## src/rtl/text_console_glyph_renderer_core_defines.svh

```systemverilog
// Assertion macros used by the renderer back end (tcgr_back).
`ifndef TEXT_CONSOLE_GLYPH_RENDERER_CORE_DEFINES_SVH
`define TEXT_CONSOLE_GLYPH_RENDERER_CORE_DEFINES_SVH

`ifndef SYNTHESIS

// Check a property on every clock edge outside reset.
`define TCGR_ASSERT(label, ck, rn, prop, msg) \
    label: assert property (@(posedge ck) disable iff (!rn) (prop)) else $error(msg);

// Check that a condition never holds outside reset.
`define TCGR_ASSERT_NEVER(label, ck, rn, cond, msg) \
    `TCGR_ASSERT(label, ck, rn, !(cond), msg)

`else

`define TCGR_ASSERT(label, ck, rn, prop, msg)

`define TCGR_ASSERT_NEVER(label, ck, rn, cond, msg)

`endif

`endif

```

## src/rtl/tcgr_pkg.sv

```systemverilog
package tcgr_pkg;

    // Register indexes on the configuration port
    localparam logic [2:0] REG_FRAME_WIDTH  = 3'd0;
    localparam logic [2:0] REG_TEXT_COLUMNS = 3'd1;
    localparam logic [2:0] REG_TEXT_ROWS    = 3'd2;
    localparam logic [2:0] REG_BOLD_ENABLE  = 3'd3;
    localparam logic [2:0] REG_YELLOW_COLOR = 3'd4;

    // Register reset values
    localparam logic [11:0] FRAME_WIDTH_RST  = 12'd640;
    localparam logic [8:0]  TEXT_COLUMNS_RST = 9'd80;
    localparam logic [7:0]  TEXT_ROWS_RST    = 8'd30;
    localparam logic        BOLD_ENABLE_RST  = 1'b0;
    localparam logic [31:0] YELLOW_COLOR_RST = 32'h00AA5500;

    // Console byte codes
    localparam logic [7:0] ESC_CODE       = 8'h1B;
    localparam logic [7:0] CR_CODE        = 8'h0D;
    localparam logic [7:0] LF_CODE        = 8'h0A;
    localparam logic [7:0] TAB_CODE       = 8'h09;
    localparam logic [7:0] UPPER_A_CODE   = 8'h41;
    localparam logic [7:0] UPPER_Z_CODE   = 8'h5A;
    localparam logic [7:0] LOWER_A_CODE   = 8'h61;
    localparam logic [7:0] LOWER_Z_CODE   = 8'h7A;

    // Colour constants for bold rendering
    localparam logic [7:0]  BRIGHT_STEP = 8'h55;
    localparam logic [7:0]  BYTE_MAX    = 8'hFF;
    localparam logic [31:0] BOLD_YELLOW = 32'h00FFFF55;

    // Cursor limits
    localparam logic [8:0] CURSOR_COL_MAX  = 9'd511;
    localparam logic [7:0] CURSOR_LINE_MAX = 8'd255;
    localparam logic [9:0] TAB_STEP        = 10'd4;

    // Input operation and result kind codes
    localparam logic OP_CHAR     = 1'b0;
    localparam logic OP_LOAD     = 1'b1;
    localparam logic KIND_PIXEL  = 1'b0;
    localparam logic KIND_SCROLL = 1'b1;

    typedef enum logic [1:0] {
        CMD_DRAW,
        CMD_SCROLL,
        CMD_LOAD
    } cmd_kind_t;

    typedef struct packed {
        logic [11:0] frame_width;
        logic [8:0]  text_columns;
        logic [7:0]  text_rows;
        logic        bold_enable;
        logic [31:0] yellow_color;
    } cfg_t;

    typedef struct packed {
        logic        operation;
        logic [7:0]  char_code;
        logic [7:0]  cell_column;
        logic [6:0]  cell_row;
        logic [31:0] fg_color;
        logic [31:0] bg_color;
        logic [3:0]  font_row;
        logic [7:0]  font_bits;
    } in_item_t;

    typedef struct packed {
        cmd_kind_t   kind;
        logic [7:0]  char_code;
        logic [7:0]  cell_column;
        logic [6:0]  cell_row;
        logic [31:0] fg_color;
        logic [31:0] bg_color;
        logic [3:0]  font_row;
        logic [7:0]  font_bits;
        logic        scroll;
        logic        blank;
    } cmd_t;

    typedef struct packed {
        logic        kind;
        logic [21:0] pixel_index;
        logic [31:0] left_pixel;
        logic [31:0] right_pixel;
        logic        scroll_request;
        logic        last;
    } res_t;

endpackage

```

## src/rtl/tcgr_queue.sv

```systemverilog
module tcgr_queue
    import tcgr_pkg::*;
(
    input  logic clk,
    input  logic rst_n,
    input  logic in_valid,
    output logic in_ready,
    input  cmd_t in_data,
    output logic out_valid,
    input  logic out_ready,
    output cmd_t out_data
);

    cmd_t       entry_mem [2];
    logic       wr_ptr_reg;
    logic       rd_ptr_reg;
    logic [1:0] count_reg;
    logic       push;
    logic       pop;

    assign in_ready  = (count_reg != 2'd2);
    assign out_valid = (count_reg != 2'd0);
    assign out_data  = entry_mem[rd_ptr_reg];
    assign push      = in_valid && in_ready;
    assign pop       = out_valid && out_ready;

    // Store the pushed command
    always_ff @(posedge clk)
    begin
        if (push) begin
            entry_mem[wr_ptr_reg] <= in_data;
        end
    end

    // Advance pointers and fill count
    always_ff @(posedge clk or negedge rst_n)
    begin
        if (!rst_n) begin
            wr_ptr_reg <= 1'b0;
            rd_ptr_reg <= 1'b0;
            count_reg  <= 2'd0;
        end
        else begin
            if (push) begin
                wr_ptr_reg <= !wr_ptr_reg;
            end
            if (pop) begin
                rd_ptr_reg <= !rd_ptr_reg;
            end
            case ({push, pop})
                2'b10:   count_reg <= count_reg + 2'd1;
                2'b01:   count_reg <= count_reg - 2'd1;
                default: count_reg <= count_reg;
            endcase
        end
    end

endmodule

```

## config.mk

```make
export PLATFORM = sky130hd
export DESIGN_NAME = tcgr_queue
export DESIGN_NICKNAME = d
export VERILOG_FILES = /design/src/rtl/text_console_glyph_renderer_core_defines.svh /design/src/rtl/tcgr_pkg.sv /design/src/rtl/tcgr_queue.sv
export SDC_FILE = /design/constraint.sdc
export NUM_CORES = 1
export LEC_CHECK = 0
export CAP_MARGIN = 20
export CORE_MARGIN = 5
export CORE_UTILIZATION = 32
export CTS_CLUSTER_DIAMETER = 150
export DETAILED_ROUTE_END_ITERATION = 10
export DONT_BUFFER_PORTS = 1
export MAX_ROUTING_LAYER = met4
export SLEW_MARGIN = 20
export SYNTH_ARGS = -nofsm -noshare
export SYNTH_HDL_FRONTEND = slang
export SYNTH_SLANG_ARGS = --single-unit
```

## constraint.sdc

```tcl
create_clock -name clk -period 7.5 [get_ports clk]
set_input_delay 1.5 -clock clk [delete_from_list [all_inputs] [get_ports clk]]
set_output_delay 1.5 -clock clk [all_outputs]
set_load 0.01 [all_outputs]
```

==> reports/metrics.csv <==
stage;metric;value;unit
sta;setup_viol;0;
yosys;synth_cells;338;
sta;fmax;233.4;MHz
worst_setup_path;cp_cell_sequence;buf_4 > mux2_2;
worst_setup_path;path_depth;2;
route;detail_route.vias_per_cell;4.414;
cts;htreeDepth;1;
route;drt-total-wl;14220;um
route;drc;0;
worst_setup_path;critPathLaunchType;register;
placed_design;placed_area;8230;um^2
sta;worstMarginPinSlew;1031;ps
cells_and_area;largest_reg_flops;206;
floorplan;die_w;166.9;um
yosys;ys_async_sr_fraction;0.01905;
worst_setup_path;startpoint;rd_ptr_reg$_DFFE_PN0P_;
cts;cts_root_buffer;clkbuf_16;
sta;relSlewSlack;0.3129;
yosys;syn_area_per_cell;23.31;um^2
yosys;synth_ff_type;edfxtp_1;
worst_setup_path;cp.arrival;2780;ps
yosys;synth_edf_count;206;
route;drt-wirelength-per-cell;20.46;um
cts;post-cts-setup-buffers;0;
power;p_leak;3.078;nW
worst_setup_path;setup.worst_path.end;out_data[99];
floorplan;num_rows;57;
cells_and_area;drive_above_1_share;0.3962;
cells_and_area;nFillCells;2196;
sta;timing.final.max_slew_violations;0;
worst_setup_path;reg2reg_to;entry_mem[0][22]$_DFFE_PP_;
floorplan;ioPinCount;212;
yosys;ys_seq_area_frac;0.7977;
yosys;yosysUniqueCellTypes;16;
outcome;run_status;finished clean;
yosys;synthTopCellsByArea;edfxtp_1 79%, mux2_4 11%, mux2_2 6.1%;
worst_setup_path;crit_type;register to output pin;
global_routing;grt_pass1_wl;20800;um
flow_run;maxCapViolCount;0;
cts;hold_buffers;0;
cts;numCtsBuffers;23;
floorplan;die_area;27860;um^2
placed_design;port_buffers;0;
worst_setup_path;cp-end-kind;output pin;
cells_and_area;antennaDiodeCount;0;
worst_setup_path;reg2reg_depth;4;
global_routing;grt_max_degree;65;
cts;path_clk_slew;50;ps
power;power;3.799;mW
floorplan;die_y;166.9;um
sta;hold_slack;498.7;ps
sta;finalSetupTns;0;ps
global_routing;antenna_found_initial;0;
yosys;ys_ff_latch;210;
cts;cts_max_path_buffers;3;
route;ant_nets;0;
sta;rsz0062_at_grt;no;
worst_setup_path;cp_max_fo;64;
placed_design;routabilityCongestion;0.6947;
yosys;netlist_area;7880;um^2
power;powerDensity;421.0;nW/um^2
worst_setup_path;cp_slowest_cell;dfrtp_4;
placed_design;dp.cells;654;
cts;cts_tree;yes;
sta;skew;14.80;ps
global_routing;grtUsageTotal;0.09985;
worst_hold_path;hp-class;register to register;
worst_setup_path;path_buf_inv;1;
yosys;netlist_top_cells_count;206 x edfxtp_1, 60 x mux2_4, 43 x mux2_2, 7 x buf_6;
cts;insertion_delay;490;ps
global_routing;grt_pass1_vias;3320;
floorplan;initial_core_util;0.3240;
cells_and_area;syn_to_final_growth;14.50;%
yosys;yosys.area.top_type;edfxtp_1;
sta;hold_viol_final;0;
floorplan;core-area;24320;um^2
route;first_iter_violations;196;
cells_and_area;fin_area;9022;um^2
sta;layout_min_cycle_time;4284;ps
cts;cts_sinks;210;
yosys;syn_nets;446;
cells_and_area;finalNonFillerCells;695;
power;irDropWorstVdd;0.2322;mV
placed_design;place_hpwl;9598;um
yosys;yosysTopAreaCellShare;0.7850;
global_routing;gr-total-overflow;0;
cts;cts_resized;0;
worst_setup_path;critical_path.top_delay_family;flip-flops;
worst_setup_path;required;6000;ps
sta;fin_crit_sh;0.5712;
route;dr_total_vias;3068;
yosys;yosys_warnings;0;
worst_setup_path;rr_startpoint;count_reg[0]$_DFFE_PN0P_;
worst_setup_path;max_stage_delay;1040;ps
worst_setup_path;reg2reg_slack;5010;ps
route;first_pass_iters;4;
yosys;yosysMostFrequentCell;edfxtp_1;
cells_and_area;nets;463;
[placed cells by master, fill, tap and decap left out, drive strengths merged, types with 2 or more instances in the layout]
cell type	Yosys	final
buf	12	4
bufinv	0	4
clkbuf	0	31
clkinv	0	4
dfrtp	4	4
edfxtp	206	206
inv	0	2
mux2	103	103
nor2	2	2
xnor2	3	3
xor2	2	2
[kinds of logic after synthesis]
kind of cell | share of synthesized area
flip-flops | 0.7977
multiplexers | 0.1758
buffers and inverters | 0.01445
AND/OR/NAND/NOR | 0.004924
XOR/XNOR | 0.005558
adder cells (fa/ha/maj) | 0.001588
[through the flow]
| stage | setup slack [ps] | utilization |
|---|---|---|
| 2_1_floorplan | 1051 | - |
| 3_3_place_gp | 3654 | 0.3376 |
| 3_5_place_dp | 3641 | 0.3384 |
| 4_1_cts | 3103 | 0.3710 |
| 5_1_grt | 3031 | 0.3710 |
| 6_report | 3216 | 0.3710 |
[area by class of cell]
cell class	count	area, um^2	share of cell area
clock buffers	31	635.6	0.07045
flip-flops and latches	210	6290	0.6971
repair buffers	4	42.54	0.004715
multi-input cells	116	1493	0.1654
well taps	324	405.4	0.04493
clock inverters	10	156.4	0.01733
[how the worst min path moves through the flow]
stage / depth (start not counted) / endpoint / from / slack, ps
after floorplan: 1 / count_reg[1]$_DFFE_PN0P_ / count_reg[1]$_DFFE_PN0P_ / 460
after global placement: 1 / count_reg[1]$_DFFE_PN0P_ / count_reg[1]$_DFFE_PN0P_ / 480
after detailed placement: 1 / count_reg[1]$_DFFE_PN0P_ / count_reg[1]$_DFFE_PN0P_ / 490
after CTS: 1 / count_reg[1]$_DFFE_PN0P_ / count_reg[1]$_DFFE_PN0P_ / 500
after global routing: 1 / count_reg[1]$_DFFE_PN0P_ / count_reg[1]$_DFFE_PN0P_ / 520
final: 1 / count_reg[1]$_DFFE_PN0P_ / count_reg[1]$_DFFE_PN0P_ / 500
[worst register-to-register path, stage by stage, from the launching register on]
cell	delay, ps
dfrtp_1	400
nand2b_1	240
nand2_1	180
nor2_4	470
buf_4	800
[layer usage]
layer	up-vias	wire [um]	global-route usage
li1	1376	-	-
met1	1526	4982	0.1040
met2	150	7116	0.1670
met3	16	1864	0.05523
met4	0	256	0.02170
met5	-	0	-
[power breakdown]
group | internal, mW | leakage, nW | switching, mW
Combinational | 0.409 | 0.729 | 0.491
Sequential | 1.61 | 1.96 | 0.140
Clock | 0.732 | 0.390 | 0.419
No activity file was read; power rests on OpenSTA's default activity.
