### src/rtl/text_console_glyph_renderer_core_defines.svh
// Assertion macros used by the renderer back end (tcgr_back).
`ifndef TEXT_CONSOLE_GLYPH_RENDERER_CORE_DEFINES_SVH
`define TEXT_CONSOLE_GLYPH_RENDERER_CORE_DEFINES_SVH

`ifndef SYNTHESIS

// Check a property on every clock edge outside reset.
`define TCGR_ASSERT(label, ck, rn, prop, msg) \
    label: assert property (@(posedge ck) disable iff (!rn) (prop)) else $error(msg);

// Check that a condition never holds outside reset.
`define TCGR_ASSERT_NEVER(label, ck, rn, cond, msg) \
    `TCGR_ASSERT(label, ck, rn, !(cond), msg)

`else

`define TCGR_ASSERT(label, ck, rn, prop, msg)

`define TCGR_ASSERT_NEVER(label, ck, rn, cond, msg)

`endif

`endif

### src/rtl/tcgr_pkg.sv
package tcgr_pkg;

    // Register indexes on the configuration port
    localparam logic [2:0] REG_FRAME_WIDTH  = 3'd0;
    localparam logic [2:0] REG_TEXT_COLUMNS = 3'd1;
    localparam logic [2:0] REG_TEXT_ROWS    = 3'd2;
    localparam logic [2:0] REG_BOLD_ENABLE  = 3'd3;
    localparam logic [2:0] REG_YELLOW_COLOR = 3'd4;

    // Register reset values
    localparam logic [11:0] FRAME_WIDTH_RST  = 12'd640;
    localparam logic [8:0]  TEXT_COLUMNS_RST = 9'd80;
    localparam logic [7:0]  TEXT_ROWS_RST    = 8'd30;
    localparam logic        BOLD_ENABLE_RST  = 1'b0;
    localparam logic [31:0] YELLOW_COLOR_RST = 32'h00AA5500;

    // Console byte codes
    localparam logic [7:0] ESC_CODE       = 8'h1B;
    localparam logic [7:0] CR_CODE        = 8'h0D;
    localparam logic [7:0] LF_CODE        = 8'h0A;
    localparam logic [7:0] TAB_CODE       = 8'h09;
    localparam logic [7:0] UPPER_A_CODE   = 8'h41;
    localparam logic [7:0] UPPER_Z_CODE   = 8'h5A;
    localparam logic [7:0] LOWER_A_CODE   = 8'h61;
    localparam logic [7:0] LOWER_Z_CODE   = 8'h7A;

    // Colour constants for bold rendering
    localparam logic [7:0]  BRIGHT_STEP = 8'h55;
    localparam logic [7:0]  BYTE_MAX    = 8'hFF;
    localparam logic [31:0] BOLD_YELLOW = 32'h00FFFF55;

    // Cursor limits
    localparam logic [8:0] CURSOR_COL_MAX  = 9'd511;
    localparam logic [7:0] CURSOR_LINE_MAX = 8'd255;
    localparam logic [9:0] TAB_STEP        = 10'd4;

    // Input operation and result kind codes
    localparam logic OP_CHAR     = 1'b0;
    localparam logic OP_LOAD     = 1'b1;
    localparam logic KIND_PIXEL  = 1'b0;
    localparam logic KIND_SCROLL = 1'b1;

    typedef enum logic [1:0] {
        CMD_DRAW,
        CMD_SCROLL,
        CMD_LOAD
    } cmd_kind_t;

    typedef struct packed {
        logic [11:0] frame_width;
        logic [8:0]  text_columns;
        logic [7:0]  text_rows;
        logic        bold_enable;
        logic [31:0] yellow_color;
    } cfg_t;

    typedef struct packed {
        logic        operation;
        logic [7:0]  char_code;
        logic [7:0]  cell_column;
        logic [6:0]  cell_row;
        logic [31:0] fg_color;
        logic [31:0] bg_color;
        logic [3:0]  font_row;
        logic [7:0]  font_bits;
    } in_item_t;

    typedef struct packed {
        cmd_kind_t   kind;
        logic [7:0]  char_code;
        logic [7:0]  cell_column;
        logic [6:0]  cell_row;
        logic [31:0] fg_color;
        logic [31:0] bg_color;
        logic [3:0]  font_row;
        logic [7:0]  font_bits;
        logic        scroll;
        logic        blank;
    } cmd_t;

    typedef struct packed {
        logic        kind;
        logic [21:0] pixel_index;
        logic [31:0] left_pixel;
        logic [31:0] right_pixel;
        logic        scroll_request;
        logic        last;
    } res_t;

endpackage

### src/rtl/tcgr_front.sv
module tcgr_front
    import tcgr_pkg::*;
#(
    parameter int GLYPH_HEIGHT = 16,
    parameter int GLYPH_COUNT  = 256
)
(
    input  logic     clk,
    input  logic     rst_n,
    input  cfg_t     cfg,
    input  logic     in_valid,
    output logic     in_ready,
    input  in_item_t in_item,
    output logic     cmd_valid,
    input  logic     cmd_ready,
    output cmd_t     cmd
);

    logic [8:0] col_reg, col_next;
    logic [7:0] line_reg, line_next;
    logic       esc_reg, esc_next;
    logic       has_cmd;
    logic       do_wrap;
    logic       scroll;
    logic [9:0] tab_sum;
    logic       in_fire;

    // Brighten each byte with saturation, yellow maps to a fixed colour
    function automatic logic [31:0] brighten(input logic [31:0] c, input logic [31:0] yellow);
        logic [31:0] r;
        logic [8:0]  b;
        r = '0;
        if (c == yellow) begin
            r = BOLD_YELLOW;
        end
        else begin
            for (int k = 0; k < 4; k++) begin
                b = {1'b0, c[8*k +: 8]} + {1'b0, BRIGHT_STEP};
                r[8*k +: 8] = b[8] ? BYTE_MAX : b[7:0];
            end
        end
        return r;
    endfunction

    assign in_ready = cmd_ready;
    assign in_fire  = in_valid && in_ready;
    assign tab_sum  = {1'b0, col_reg} + TAB_STEP;

    // Classify the byte and work out the cursor
    always_comb
    begin
        col_next  = col_reg;
        line_next = line_reg;
        esc_next  = esc_reg;
        has_cmd   = 1'b0;
        do_wrap   = 1'b0;
        scroll    = 1'b0;

        cmd.kind        = CMD_DRAW;
        cmd.char_code   = in_item.char_code;
        cmd.cell_column = in_item.cell_column;
        cmd.cell_row    = in_item.cell_row;
        cmd.fg_color    = cfg.bold_enable ? brighten(in_item.fg_color, cfg.yellow_color)
                                          : in_item.fg_color;
        cmd.bg_color    = in_item.bg_color;
        cmd.font_row    = in_item.font_row;
        cmd.font_bits   = in_item.font_bits;
        cmd.blank       = !({1'b0, in_item.char_code} < 9'(GLYPH_COUNT));

        if (in_item.operation == OP_LOAD) begin
            cmd.kind = CMD_LOAD;
            has_cmd  = !cmd.blank && (5'(in_item.font_row) < 5'(GLYPH_HEIGHT));
        end
        else if (in_item.char_code == ESC_CODE) begin
            esc_next = 1'b1;
        end
        else if (esc_reg) begin
            if (in_item.char_code inside {[UPPER_A_CODE:UPPER_Z_CODE],
                                          [LOWER_A_CODE:LOWER_Z_CODE]}) begin
                esc_next = 1'b0;
            end
        end
        else begin
            case (in_item.char_code)
                CR_CODE:
                begin
                    col_next = '0;
                end
                LF_CODE:
                begin
                    if (line_next != CURSOR_LINE_MAX) begin
                        line_next = line_next + 8'd1;
                    end
                    do_wrap  = 1'b1;
                    cmd.kind = CMD_SCROLL;
                end
                TAB_CODE:
                begin
                    col_next = (tab_sum > {1'b0, CURSOR_COL_MAX}) ? CURSOR_COL_MAX
                                                                  : tab_sum[8:0];
                end
                default:
                begin
                    if (col_next != CURSOR_COL_MAX) begin
                        col_next = col_next + 9'd1;
                    end
                    do_wrap  = 1'b1;
                    has_cmd  = 1'b1;
                    cmd.kind = CMD_DRAW;
                end
            endcase
        end

        // Wrap the column; when off the screen, step back a line and request a scroll
        if (do_wrap) begin
            if (col_next >= cfg.text_columns) begin
                col_next = '0;
                if (line_next != CURSOR_LINE_MAX) begin
                    line_next = line_next + 8'd1;
                end
            end
            if (line_next >= cfg.text_rows) begin
                if (line_next != 8'd0) begin
                    line_next = line_next - 8'd1;
                end
                scroll = 1'b1;
            end
        end

        if (cmd.kind == CMD_SCROLL) begin
            has_cmd = scroll;
        end
        cmd.scroll = scroll;
    end

    assign cmd_valid = in_valid && has_cmd;

    // Hold the cursor and escape state
    always_ff @(posedge clk or negedge rst_n)
    begin
        if (!rst_n) begin
            col_reg  <= '0;
            line_reg <= '0;
            esc_reg  <= 1'b0;
        end
        else if (in_fire) begin
            col_reg  <= col_next;
            line_reg <= line_next;
            esc_reg  <= esc_next;
        end
    end

endmodule

### config.mk
export PLATFORM = sky130hd
export DESIGN_NAME = tcgr_front
export DESIGN_NICKNAME = d
export VERILOG_FILES = /design/src/rtl/text_console_glyph_renderer_core_defines.svh /design/src/rtl/tcgr_pkg.sv /design/src/rtl/tcgr_front.sv
export SDC_FILE = /design/constraint.sdc
export NUM_CORES = 1
export LEC_CHECK = 0
export BUFFER_PORTS_ARGS = -buffer_cell sky130_fd_sc_hd__buf_2
export CORE_AREA = 2 2 105 107
export DETAILED_ROUTE_END_ITERATION = 16
export DIE_AREA = 0 0 107 109
export PLACE_DENSITY = 0.81
export SKIP_CTS_REPAIR_TIMING = 1
export SLEW_MARGIN = 40
export SYNTH_ARGS = -nofsm -noshare
export SYNTH_HDL_FRONTEND = slang
export SYNTH_SLANG_ARGS = --single-unit
### constraint.sdc
create_clock -name clk -period 7 [get_ports clk]
set_input_delay 0.7 -clock clk [delete_from_list [all_inputs] [get_ports clk]]
set_output_delay 0.7 -clock clk [all_outputs]
set_load 0.02 [all_outputs]
==> out/summary.txt, run 1 <==
Final Skew: 5.862 ps
Fin Setup TNS: 0 ps
LEAKAGE: 2.308 nW
Slowest cell on the critical path: nor4b_4
Share of cells above drive strength 1: 0.2608
Total Die Area: 11,660 sq um
Wire length per cell: 15.47 microns
CTS HTree Levels: 1
Total global-route track usage: 0.2164
Routability Congestion: 0.9842
Flop2flop setup slack: 1250 ps
Pin count of the biggest net entering global routing: 60
Setup crit start kind: input pin
CP delay by family, top: compound AO/OA/AOI/OAI gates
Netlist cell types: 85
Required time of the worst setup path: 6300 ps
DRT iter0 DRCs: 415
FMAX: 0.1529 GHz
Core Region: 10,600 sq um
Most common cell after layout, fill and taps aside: buf_2
Sequential area share after synthesis: 0.09636
Ys flop type: dfrtp_1
Final #Nets: 911
Slowest stage delay, CP: 480 ps
RSZ-0062 raised after global routing: no
Via-per-instance ratio: 5.763
Ant. Diodes: 0
Setup CP Type: input pin to output pin
Area Growth Syn to Fin: 7.441%
Bufs and invs on worst path: 2
Worst-Margin Slew: 728.4 ps
Post-DRT Antenna Nets: 0
Sequential power share: 0.227
Area leader, netlist: buf_4
Most frequent cells in the layout: 138 x buf_2, 78 x nand2_1, 59 x a21oi_1
Worst hold path type: input pin to async pin
TritonCTS buffer count: 3
Die X: 107 microns
# rows: 38
Cell Area, Synth: 4674 sq um
Switching Fraction: 0.4904
CTS tree: done
Die height: 109 microns
Clk root buf: clkbuf_8
Remaining global-route overflow: 0
Post-synthesis sequential element count: 18
WL final: 13,260 microns
DRC Markers: 0
WP depth: 25
Crit. End Element: output pin
Syn nets: 859
CP max FO: 8
Maxcap violations: 0
Ys Warns: 0
Final setup fails: 0
Routing usage on met1: 0.2700
GR met3 Demand/Resource: 0.03586
Number of flip-flops in the largest register: 9
Clock buffer depth: 2
Synth area leaders: buf_4 11%, dfrtp_1 9.6%, xnor2_1 7.7%
Combinational share of power: 0.648
Vias in the first global route: 4,290
Worst skew pair latency: 260 ps
Max IR drop VDD: 0.1358 mV
First-pass GRT wire length: 20,730 microns
Post-route cell area: 5022 sq um
Total placed instance area: 4947 sq um
Sink Count: 18
Pwr Total: 704.1 uW
Pre-Repair DR Iteration Count: 7
Synth Area per Inst: 7.019 sq um
Clk network pwr share: 0.125
Pwr dens: 140.2 nW/um^2
Fin crit share: 0.9340
Max-Slew Margin vs Limit: 0.5144
Crit path DAT: 5840 ps
Port Buffer Count: 139
Reg2reg path depth: 27
Via Count: 4,939
Sw Pwr: 345.3 uW
Post-synth EDFFs: 0
Initial Util: 0.4409
Tmin final: 6538 ps
Routing usage on met2: 0.3694
Final hold viol count: 0
CTS clock-pin slew for the worst setup and hold paths: 80 ps
Outcome: complete, no violations
Post-synth ARST share: 1.000
Cells after Synth: 666
Hpwl dp: 10,770 microns
Synth top area share: 0.1140
I/O pins: 271
Max Slew Vio Count: 0
Gr busiest metal: met2
Internal power: 358.8 uW
Initial antenna violation count: 0
[routing by layer]
| layer | up-vias | share of wire | wire (microns) |
|---|---|---|---|
| li1 | 2404 | - | - |
| met1 | 2255 | 0.41 | 5397 |
| met2 | 230 | 0.48 | 6353 |
| met3 | 50 | 0.075 | 990 |
| met4 | 0 | 0.039 | 513 |
| met5 | - | 0 | 0 |
[synth_stat cells (5+ instances only)]
master    instances
buf_4            71
nand2b_1          9
nor2_1           47
nor2b_1           7
xor2_1            6
and2_1            8
ha_1             27
o22ai_1           6
inv_1            36
a22o_1            9
nor4_1            5
o21ai_1           9
o21ai_0          39
and3_1            7
xnor2_1          41
mux2i_1           6
nor3_1            8
a21oi_1          60
nand2_1          78
a31oi_1           7
dfrtp_1          18
nand3b_1          6
clkbuf_1         22
nand3_1          18
o21a_1            7
a22oi_1           5
a21o_1            6
nand4_1          16
[final timing paths]
kind	from	endpoint
worst max-delay path	in_item[98]	cmd_valid
worst min-delay path	rst_n	col_reg[1]
worst max register to register	col_reg[3]	line_reg[5]
worst min register to register	esc_reg	esc_reg
max in group asynchronous	rst_n	col_reg[0]
min in group clk	esc_reg	esc_reg
[metrics by stage]
stage               setup WS [ps]  std cells  utilization  hold WS (ps)
floorplan                   660.2        666            -         404.4
global placement            399.2        853       0.4666         546.0
detailed placement          356.0        853       0.4666         556.6
CTS                         323.9        857       0.4718         384.2
global route                42.87        857       0.4737         406.4
finish                      461.7        857       0.4737         374.9
[kinds of logic (layout without fill, tap and decap cells)]
logic type / Yosys count / count (layout) / synth area share
DFF: 18 / 18 / 0.09636
and+or+nand+nor: 235 / 235 / 0.2639
AOI/OAI and AO/OA: 190 / 190 / 0.2768
muxes: 14 / 14 / 0.03613
other: 1 / 1 / 0.0008022
adders and majority gates: 27 / 27 / 0.07227
xor gates and xnor gates: 47 / 47 / 0.08806
buffers and inverters: 134 / 185 / 0.1657
[layout make-up]
cell class	instances	area (sq um)
tap	140	175.2
sequential	18	450.4
fill	1078	5580
timing repair buffer	144	735.7
inverter	37	138.9
clock buffer	4	55.05
multi-input combinational	514	3467
[power groups by stage]
stage	Clock [mW]	Sequential, mW	Combinational, mW
after floorplan	0	0.143	0.378
after global placement	0	0.158	0.439
after detailed placement	0	0.159	0.449
after CTS	0.0876	0.157	0.452
after global routing	0.0920	0.163	0.510
final	0.0882	0.160	0.456
Note: power is estimated with default switching activity, not from simulation.
==> run 2: changes to the inputs <==
==> constraint.sdc (replaced) <==
create_clock -name clk -period 8.1 [get_ports clk]
set_input_delay 0.81 -clock clk [delete_from_list [all_inputs] [get_ports clk]]
set_output_delay 0.81 -clock clk [all_outputs]
set_load 0.02 [all_outputs]
==> run 2 against run 1 <==
Via count down 0.63%. Die area unchanged. Final cell count down 0.58%. Hold slack better by 110 ps. Routed wire length down 0.51%. Non-clock buffer count down 4. Setup slack better by 170 ps. Clock skew up 0.75 ps. Cell area down 1.2%. First-iteration DRC count down 19%. Sequential cell count unchanged. Core utilization down 0.58 points.
==> out/summary.txt, run 2 (same netlist as run 1, synthesis figures left out) <==
Final Skew: 6.615 ps (+0.7531 ps)
DRT iter0 DRCs: 335 (-19%)
Pin count of the biggest net entering global routing: 60 (unchanged)
Final worst slack: 629.7 ps (+168.0 ps)
LEAKAGE: 2.278 nW (-1.3%)
Pre-CTS worst setup slack: 676.2 ps (+320.2 ps)
Setup CP Type: input pin to output pin
Maxcap violations: 0 (unchanged)
Fin crit share: 0.9223
Area Growth Syn to Fin: 6.130%
Ant. Diodes: 0 (unchanged)
Pwr Total: 585.7 uW (-17%)
Die height: 109 microns (unchanged)
Sequential power share: 0.234 (+0.007)
Port Buffer Count: 139 (unchanged)
TritonCTS buffer count: 3 (unchanged)
Clock buffer depth: 2 (unchanged)
Combinational share of power: 0.655 (+0.007)
Pre-Repair DR Iteration Count: 5 (-2)
Max IR drop VDD: 0.1184 mV (-13%)
Final #Nets: 907 (-0.44%)
Vias in the first global route: 4,472 (+4.2%)
# rows: 38 (unchanged)
CP max FO: 10 (+2)
Wire length per cell: 15.48 microns (about the same)
Via Count: 4,908 (-0.63%)
Reg2reg start: col_reg[3]
Initial Util: 0.4409 (unchanged)
CTS HTree Levels: 1 (unchanged)
Post-DRT Antenna Nets: 0 (unchanged)
Crit path DAT: 6660 ps (+820 ps)
Number of flip-flops in the largest register: 9 (unchanged)
Setup crit start kind: input pin
Clk network pwr share: 0.111 (-0.014)
CTS tree: done
RSZ-0062 raised after global routing: no
Required time of the worst setup path: 7290 ps (+990 ps)
FMAX: 0.1339 GHz
Final setup fails: 0 (unchanged)
Total Die Area: 11,660 sq um (unchanged)
Worst-Margin Slew: 708.8 ps (-19.62 ps)
Worst hold path type: input pin to async pin
Max-Slew Margin vs Limit: 0.5275 (+0.01308)
DRC Markers: 0 (unchanged)
Most common cell after layout, fill and taps aside: buf_2
Sink Count: 18 (unchanged)
Tmin final: 7470 ps
Internal power: 293.0 uW (-18%)
Routability Congestion: 0.9715 (-1.3%)
Outcome: complete, no violations
Most frequent cells in the layout: 138 x buf_2, 78 x nand2_1, 60 x a21oi_1
CTS clock-pin slew for the worst setup and hold paths: 70 ps (about the same)
WL final: 13,190 microns (-0.51%)
Die X: 107 microns (unchanged)
Hpwl dp: 10,710 microns (-0.49%)
First-pass GRT wire length: 20,770 microns (+0.20%)
Share of cells above drive strength 1: 0.2472 (-0.01362)
Sw Pwr: 292.6 uW (-15%)
I/O pins: 271 (unchanged)
Max Slew Vio Count: 0 (unchanged)
Core Region: 10,600 sq um (unchanged)
CP startpoint: in_item[96]
Switching Fraction: 0.4997 (+0.009253)
Initial antenna violation count: 0 (unchanged)
Final hold viol count: 0 (unchanged)
Fin Setup TNS: 0 ps (unchanged)
Crit. End Element: output pin
Remaining global-route overflow: 0 (unchanged)
Worst skew pair latency: 260 ps (about the same)
Via-per-instance ratio: 5.761 (about the same)
Clk root buf: clkbuf_8
Pwr dens: 118.1 nW/um^2 (-16%)
Total global-route track usage: 0.2155 (-0.0009024)
run 2: cell count changes in the layout (fill, tap and decap cells not counted), sizes merged:
cell | before | now
buf | 144 | 140
clkbuf | 4 | 3
run 2: final cells by class:
| cell class | instances | area, sq um |
|---|---|---|
| fill | 1090 | 5642 |
| multi-input combinational | 514 | 3450 |
| timing repair buffer | 140 | 705.7 |
| sequential | 18 | 450.4 |
| tap | 140 | 175.2 |
| inverter | 37 | 138.9 |
| clock buffer | 3 | 41.29 |
run 2: worst paths after layout:
check	cells past startpoint	end	slack (ps)
max	26	cmd_valid	630
min	1	col_reg[1]	480
max reg2reg	26	line_reg[5]	2100
min reg2reg	2	col_reg[0]	580
max in group asynchronous	1	line_reg[6]	7310
min in group clk	2	col_reg[0]	580
run 2: through the flow:
step                      utilization  hold slack (ps)  instance area [sq um]  instances
after detailed placement       0.4638            552.7                   4917        849
after CTS                      0.4677            493.0                   4959        852
after floorplan                     -            511.9                   4674        666
after global placement         0.4638            549.1                   4917        849
after global routing           0.4679            510.8                   4961        852
final                          0.4679            484.2                   4961        852
run 2: routing by layer:
| metal | global-route usage | part of all wire | up-vias |
|---|---|---|---|
| met5 | 0 | 0 | - |
| met4 | 0.08534 | 0.035 | 0 |
| met3 | 0.03407 | 0.072 | 48 |
| met2 | 0.3894 | 0.49 | 217 |
| met1 | 0.2552 | 0.40 | 2237 |
| li1 | - | - | 2406 |
run 2: power by group through the flow:
| stage | Combinational [mW] | Sequential (mW) | Clock [mW] |
|---|---|---|---|
| 2_1_floorplan | 0.326 | 0.124 | 0 |
| 3_5_place_dp | 0.380 | 0.137 | 0 |
| 5_1_grt | 0.427 | 0.140 | 0.0713 |
| 4_1_cts | 0.382 | 0.136 | 0.0656 |
| 6_report | 0.384 | 0.137 | 0.0648 |
| 3_3_place_gp | 0.372 | 0.136 | 0 |
run 2: worst max-delay path: stages:
cell and delay (ps):
buf_2 120, nor4b_4 490, and3_1 470, and2_1 230, nand3_1 140, nand2_1 180
a21oi_1 80, a31oi_1 170, o32ai_1 110, a21oi_1 220, ha_1 170, a21oi_1 50
o21ai_0 190, a21oi_1 100, o21a_1 280, a211oi_1 450, and3b_1 220, a211o_1 360
ha_1 320, and4_1 200, and3b_1 200, o221ai_1 270, nand3_4 220, and2_1 210
o221a_1 230, buf_2 160
